File: src/hdl/cscrc_pkg.sv
// Shared types and constants of the configurable serial CRC block.
package cscrc_pkg;

    localparam int unsigned WORD_W  = 32;
    localparam int unsigned CRC_REG_W = 8;
    localparam int unsigned REM_W   = 7;
    localparam int unsigned RW_W    = 3;
    localparam int unsigned COUNT_W = 6;

    // Register indexes on the configuration port (paddr[3:2]).
    localparam logic [1:0] REG_POLY  = 2'd0;
    localparam logic [1:0] REG_START = 2'd1;
    localparam logic [1:0] REG_RWID  = 2'd2;
    localparam logic [1:0] REG_MBITS = 2'd3;

    // Configuration seen by every cell.
    typedef struct packed {
        logic [CRC_REG_W-1:0] poly;
        logic [RW_W-1:0]      width;   // already forced into 1..7
    } t_cell_cfg;

    // Work carried from one cell to the next.
    typedef struct packed {
        logic [CRC_REG_W-1:0] crc;
        logic [WORD_W-1:0]    word;
        logic [COUNT_W-1:0]   count;
    } t_cell_data;

endpackage

File: src/hdl/cscrc_cell.sv
// One CRC cell: one bit position of the message, one shift/xor step, one register.
module cscrc_cell #(
    parameter int POS = 0
) (
    input  logic                  i_clk,
    input  logic                  i_rst_n,
    input  logic                  i_en,
    input  cscrc_pkg::t_cell_cfg  i_cfg,
    input  logic                  i_valid,
    input  cscrc_pkg::t_cell_data i_data,
    output logic                  o_valid,
    output cscrc_pkg::t_cell_data o_data
);

    localparam int          BIT_SEL = (POS < 32) ? POS : 0;
    localparam logic [5:0]  POS_V   = 6'(POS);

    logic                  r_valid;
    cscrc_pkg::t_cell_data r_data;
    cscrc_pkg::t_cell_data n_data;
    logic                  data_bit;
    logic                  active;
    logic [7:0]            shifted;

    always_comb begin
        data_bit = (POS < 32) ? i_data.word[BIT_SEL] : 1'b0;
        active   = POS_V < i_data.count;
        shifted  = {i_data.crc[6:0], data_bit};
        n_data   = i_data;
        if (active) begin
            n_data.crc = shifted[i_cfg.width] ? (shifted ^ i_cfg.poly) : shifted;
        end
    end

    always_ff @(posedge i_clk) begin
        if (!i_rst_n) begin
            r_valid <= 1'b0;
        end else if (i_en) begin
            r_valid <= i_valid;
        end
    end

    always_ff @(posedge i_clk) begin
        if (i_en) begin
            r_data <= n_data;
        end
    end

    assign o_valid = r_valid;
    assign o_data  = r_data;

endmodule

File: src/hdl/configurable_serial_crc.sv
// Top level of the configurable serial CRC: config registers, cell chain, output register.
//
//  port group   dir  item contents
//  -----------  ---  -------------------------------------------------------
//  s_axis_*     in   message_word (tdata[31:0])
//  m_axis_*     out  remainder (tdata[6:0], tdata[7] zero)
//  APB          cfg  poly_value @0x0, start_value @0x4, remainder_bits @0x8,
//                    message_bits @0xC
//
// One item enters per cycle while the row can advance. Each item walks a row of
// MAX_MESSAGE_BITS cells, one message bit per cell, then the output register.
// Reset is synchronous and clears the valid bits and the configuration to its
// defaults. A stalled output holds the whole row; a new item is still taken
// while the row has a free slot at its end.
module configurable_serial_crc #(
    parameter int MAX_MESSAGE_BITS = 32
) (
    input  logic        i_clk,
    input  logic        i_rst_n,
    // input stream
    input  logic        s_axis_tvalid,
    output logic        s_axis_tready,
    input  logic [31:0] s_axis_tdata,   // [31:0] message_word
    // output stream
    output logic        m_axis_tvalid,
    input  logic        m_axis_tready,
    output logic [7:0]  m_axis_tdata,   // [6:0] remainder, [7] zero
    // configuration
    input  logic        psel,
    input  logic        penable,
    input  logic        pwrite,
    input  logic [3:0]  paddr,
    input  logic [31:0] pwdata,
    output logic [31:0] prdata,
    output logic        pready
);

    localparam int         NCELL = MAX_MESSAGE_BITS;
    localparam logic [6:0] MAX_V = 7'(MAX_MESSAGE_BITS);

    // Configuration registers
    logic [7:0] r_poly;
    logic [7:0] r_start;
    logic [2:0] r_rwid;
    logic [5:0] r_mbits;
    logic       cfg_wr;
    logic [1:0] cfg_idx;

    assign pready  = 1'b1;
    assign cfg_idx = paddr[3:2];
    assign cfg_wr  = psel && penable && pwrite && pready;

    always_ff @(posedge i_clk) begin
        if (!i_rst_n) begin
            r_poly  <= 8'd5;
            r_start <= 8'd0;
            r_rwid  <= 3'd5;
            r_mbits <= 6'd24;
        end else if (cfg_wr) begin
            unique case (cfg_idx)
                cscrc_pkg::REG_POLY:  r_poly  <= pwdata[7:0];
                cscrc_pkg::REG_START: r_start <= pwdata[7:0];
                cscrc_pkg::REG_RWID:  r_rwid  <= pwdata[2:0];
                cscrc_pkg::REG_MBITS: r_mbits <= pwdata[5:0];
            endcase
        end
    end

    always_comb begin
        unique case (cfg_idx)
            cscrc_pkg::REG_POLY:  prdata = {24'd0, r_poly};
            cscrc_pkg::REG_START: prdata = {24'd0, r_start};
            cscrc_pkg::REG_RWID:  prdata = {29'd0, r_rwid};
            cscrc_pkg::REG_MBITS: prdata = {26'd0, r_mbits};
        endcase
    end

    // Derived settings: zero width counts as one, bit count saturates.
    cscrc_pkg::t_cell_cfg cell_cfg;
    logic [5:0]           count_used;
    logic [6:0]           rem_mask;

    assign cell_cfg.poly  = r_poly;
    assign cell_cfg.width = (r_rwid == 3'd0) ? 3'd1 : r_rwid;
    assign count_used     = ({1'b0, r_mbits} > MAX_V) ? MAX_V[5:0] : r_mbits;
    assign rem_mask       = 7'((8'd1 << cell_cfg.width) - 8'd1);

    // Cell row: cell g handles bit position NCELL-1-g, most significant first.
    logic                  cell_valid [NCELL+1];
    cscrc_pkg::t_cell_data cell_data  [NCELL+1];
    logic                  chain_en;
    logic                  r_out_valid;
    logic [6:0]            r_out_rem;

    assign chain_en       = !cell_valid[NCELL] || !r_out_valid || m_axis_tready;
    assign s_axis_tready  = chain_en;

    assign cell_valid[0]      = s_axis_tvalid;
    assign cell_data[0].crc   = r_start;
    assign cell_data[0].word  = s_axis_tdata;
    assign cell_data[0].count = count_used;

    for (genvar g = 0; g < NCELL; g++) begin : g_cell
        cscrc_cell #(
            .POS(NCELL - 1 - g)
        ) u_cell (
            .i_clk   (i_clk),
            .i_rst_n (i_rst_n),
            .i_en    (chain_en),
            .i_cfg   (cell_cfg),
            .i_valid (cell_valid[g]),
            .i_data  (cell_data[g]),
            .o_valid (cell_valid[g+1]),
            .o_data  (cell_data[g+1])
        );
    end

    // Output register: load the finished item, drop it once taken.
    always_ff @(posedge i_clk) begin
        if (!i_rst_n) begin
            r_out_valid <= 1'b0;
        end else if (chain_en && cell_valid[NCELL]) begin
            r_out_valid <= 1'b1;
        end else if (m_axis_tready) begin
            r_out_valid <= 1'b0;
        end
    end

    always_ff @(posedge i_clk) begin
        if (chain_en && cell_valid[NCELL]) begin
            r_out_rem <= cell_data[NCELL].crc[6:0] & rem_mask;
        end
    end

    assign m_axis_tvalid = r_out_valid;
    assign m_axis_tdata  = {1'b0, r_out_rem};

endmodule
File: config.mk
export PLATFORM = sky130hd
export DESIGN_NAME = configurable_serial_crc
export DESIGN_NICKNAME = d
export VERILOG_FILES = /design/src/hdl/cscrc_pkg.sv /design/src/hdl/cscrc_cell.sv /design/src/hdl/configurable_serial_crc.sv
export SDC_FILE = /design/constraint.sdc
export NUM_CORES = 2
export LEC_CHECK = 0
export ABC_AREA = 1
export BUFFER_PORTS_ARGS = -buffer_cell sky130_fd_sc_hd__buf_4
export CAP_MARGIN = 40
export CORE_MARGIN = 2
export CORE_UTILIZATION = 65
export CTS_CLUSTER_SIZE = 12
export DETAILED_ROUTE_END_ITERATION = 16
export GPL_TIMING_DRIVEN = 0
export PLACE_DENSITY = 0.82
export SLEW_MARGIN = 20
export SYNTH_ARGS = -nofsm -noshare
export SYNTH_HDL_FRONTEND = slang
export SYNTH_HIERARCHICAL = 1
export SYNTH_SLANG_ARGS = --single-unit
File: constraint.sdc
create_clock -name i_clk -period 139.3 [get_ports i_clk]
set_input_delay 20.895 -clock i_clk [delete_from_list [all_inputs] [get_ports i_clk]]
set_output_delay 20.895 -clock i_clk [all_outputs]
set_load 0.01 [all_outputs]
After elaboration in Yosys (flattened, before gate mapping). Cells that the tools add are included.

Register bits after elaboration: 971. Output and inout bits: 43. Logic and storage cells: 351.

Add/subtract/negate cells: 1. Magnitude comparators: 34. Eq/ne operators: 3. Shift operators: 1. Muxes and demuxes: 133. Bitwise logic cells: 33. Reductions and logical operators: 14.

Operator list (number): $mux 7 (64); $xor 7x7->7 (32); $pmux 32 s4 (1); $bmux 1 s3 (32); $lt 5x6->1 const A (16); $lt 4x6->1 const A (8); $mux 1 (34); $lt 3x6->1 const A (4); $lt 1x6->1 const A (2); $lt 2x6->1 const A (2); $reduce_and 2->1 (4); $and 7x7->7 (1); $shl 1x3->7 const A (1); $sub 7x1->7 const B (1); $gt 6x6->1 const B (1); $mux 6 (1); $eq 2x2->1 const B (2); $lt 3x4->1 const B (1); $logic_and 1x1->1 (3); $logic_not 3->1 (1); $mux 3 (1); $eq 2x1->1 const B (1); $logic_not 1->1 (2); $logic_not 2->1 (1); other kinds (2) (3).

Longest topological paths before layout.
Depth after elaboration: 6. Depth in mapped cells: 10. Depth with buffers taken out: 10.

Hierarchy. Netlist, hierarchy kept.

Modules (own cells, without submodules): cscrc_cell (g_cell[23].u_cell ...) (times used 3, cells each 129, area each 1845.5 um^2); cscrc_cell (g_cell[13].u_cell ...) (times used 2, cells each 131, area each 1855.5 um^2); cscrc_cell (g_cell[19].u_cell ...) (times used 2, cells each 129, area each 1854.3 um^2); cscrc_cell (g_cell[17].u_cell ...) (times used 2, cells each 128, area each 1849.3 um^2); cscrc_cell (g_cell[25].u_cell ...) (times used 2, cells each 129, area each 1846.8 um^2); cscrc_cell (g_cell[20].u_cell ...) (times used 2, cells each 128, area each 1844.3 um^2); cscrc_cell (g_cell[26].u_cell ...) (times used 2, cells each 128, area each 1841.8 um^2); cscrc_cell (g_cell[5].u_cell) (times used 1, cells each 130, area each 1860.5 um^2); cscrc_cell (g_cell[6].u_cell) (times used 1, cells each 127, area each 1851.8 um^2); cscrc_cell (g_cell[21].u_cell) (times used 1, cells each 131, area each 1850.5 um^2); cscrc_cell (g_cell[2].u_cell) (times used 1, cells each 128, area each 1850.5 um^2); cscrc_cell (g_cell[11].u_cell) (times used 1, cells each 129, area each 1848.0 um^2); cscrc_cell (g_cell[18].u_cell) (times used 1, cells each 128, area each 1848.0 um^2); cscrc_cell (g_cell[14].u_cell) (times used 1, cells each 130, area each 1846.8 um^2); 11 more rows.

Worst setup path after synthesis. No wires, ideal clock.

Path type: input to output. Start point: input port m_axis_tready. End point: output port s_axis_tready. Arrival: 55.128 ns. Required time: 118.405 ns. Path slack: 63.277 ns. Stages on the path: 2. Path buffers: 0. Cells stage by stage: inv_1 > nand3_1.

Cells in the longest elaborated chain, start to end: 1.

Ends and longest elaborated chain: start: declaration (RTL line configurable_serial_crc.sv:26) `input logic m_axis_tready,`; $logic_or 1x1->1 (RTL line configurable_serial_crc.sv:95) `assign chain_en = !cell_valid[NCELL] || !r_out_valid || m_axis_tready;`; end: declaration (RTL line configurable_serial_crc.sv:22) `output logic s_axis_tready,`.

Every way passes these cells.

Worst setup path after layout. Same ends and word-level chain as after synthesis.

==> impl_metrics.yaml <==
clock_tree:
  cts.sinks: 971
  cts_hold_buf: 0
  clockBufferDepth: 3
  root_buffer: "clkbuf_16"
  clk_latency_ps: 660
  postCtsSetupRepairBufs: 0
  cts_tree: "built"
  cts_max_level: 3
  cts_made_buffers: 98
  path_clk_slew_ps: 60
  ctsResizeCount: 0
floorplanning:
  dieArea_um2: 68100
  start_util: 0.655
  die_h_um: 261
  die_w_um: 261
  core_area_um2: 65500
  rows: 94
  num_io_pins: 118
yosys:
  synth.avg_cell_area_um2: 11.9
  synth_area_um2: 42900
  netlist_instances: 3604
  yosysWarnings: 6
routing:
  drt.antenna.violating_nets: 0
  routedWlPerCell_um: 16.4
  via_per_inst: 5.55
  highest_layer: "met4"
  met2_wirelength_um: 38900
  routed_wl_um: 77900
  routed-wl-met3_um: 5810
  first_pass_iters: 6
  wl_met1_um: 31100
  vias: 26300
  drt_iter0_markers: 2861
  drc_errors: 0
critical_path:
  end_kind: "output pin"
  startpoint_type: "primary input"
  cp.arrival_ps: 22120
  critPathKind: "in -> out"
  required_ps: 118400
  path_max_fanout: 63
global_routing:
  antenna_found_initial: 0
  grt_usage: 0.231
  grt_pass1_wl_um: 126000
  grt_max_degree: 64
  grt_pass1_vias: 25500
  grt_overflow: 0
sta:
  relSlewSlack: 0.473
  drv_slew: 0
  hold_violations: 0
  period_share: 0.309
  fin_tns_setup_ps: 0
  period_needed_ps: 43010
  skew_ps: 17.0
  max_freq_mhz: 23.2
  finalSetupViolCount: 0
  worst_slew_pin_slew_ps: 790
  rsz0062_at_grt: "no"
layout:
  nets: 3901
  syn_to_final_growth_pct: 12.6
  antenna_cells: 0
  mostFrequentLayoutCell: "nand2_1"
  fillers: 3968
  layout_common_cells: "1,005 x nand2_1, 913 x edfxtp_1, 480 x nand3_1"
  drive_gt1_frac: 0.196
status:
  outcome: "finished clean"
place:
  dp_hpwl_um: 47800
  place.port_buffers: 65
  gp_congestion: 0.857
power_and_ir_drop:
  irDropWorstVdd_mv: 0.0127
  power_density_nw_per_um2: 16.1
  power.total_uw: 776
  leakagePower_uw: 0.0201
hold_path:
  hold_path.class: "reg -> reg"
run:
  cap_violations: 0
==> power by group <==
part           total, uW  internal (uW)  leakage [uW]  switching (uW)
registers            393            364        0.0103            28.6
logic                142           57.1       0.00845            84.7
clock network        242            136       0.00142             106
total                776            557        0.0201             219
==> stage by stage <==
step	setup slack, ps	utilization	hold WS [ps]	instance area, um^2	std cells
finish	96290	0.737	411	48300	4748
global route	96190	0.737	416	48300	4748
CTS	96290	0.737	408	48300	4748
detailed placement	96290	0.693	405	45400	4590
global placement	60510	0.680	400	44600	4557
floorplan	76040	-	400	43000	3628
==> path summary, 6_finish.rpt <==
kind | from | endpoint | slack [ps] | depth (start not counted)
max | m_axis_tready | s_axis_tready | 96290 | 4
min | g_cell[12].u_cell/o_data[17] | g_cell[13].u_cell/o_data[17] | 410 | 0
max reg2reg | r_rwid[2] | g_cell[8].u_cell/o_data[42] | 136360 | 11
min reg2reg | g_cell[12].u_cell/o_data[17] | g_cell[13].u_cell/o_data[17] | 410 | 0
==> cell type report <==
| class | instances | area, um^2 | area share |
|---|---|---|---|
| timing repair buffer | 98 | 1280 | 0.0266 |
| inverter | 455 | 1750 | 0.0363 |
| clock buffer | 125 | 2620 | 0.0542 |
| multi-input combinational | 2162 | 12400 | 0.257 |
| buffer | 40 | 283 | 0.00585 |
| tap | 864 | 1080 | 0.0224 |
| clock inverter | 33 | 287 | 0.00593 |
| sequential | 971 | 28600 | 0.592 |
==> state kept, by name, summed over array words and instances (netlist names) <==
signal / count
g_cell.u_cell/o_data: 906
g_cell.u_cell/o_valid: 32
m_axis_tvalid: 1
r_mbits: 6
r_out_rem: 7
r_poly: 8
r_rwid: 3
r_start: 8
==> routing by layer <==
metal  vias to the layer above  global-route usage
met5                         -                   0
met4                         0              0.0813
met3                       197              0.0369
met2                      1010               0.393
met1                     12500               0.305
li1                      12600                   -
==> worst max-delay path: stages <==
cell and delay (ps):
buf_4 100, inv_1 130, nand3_4 570, buf_4 390
Power figures use the tool's default switching activity.
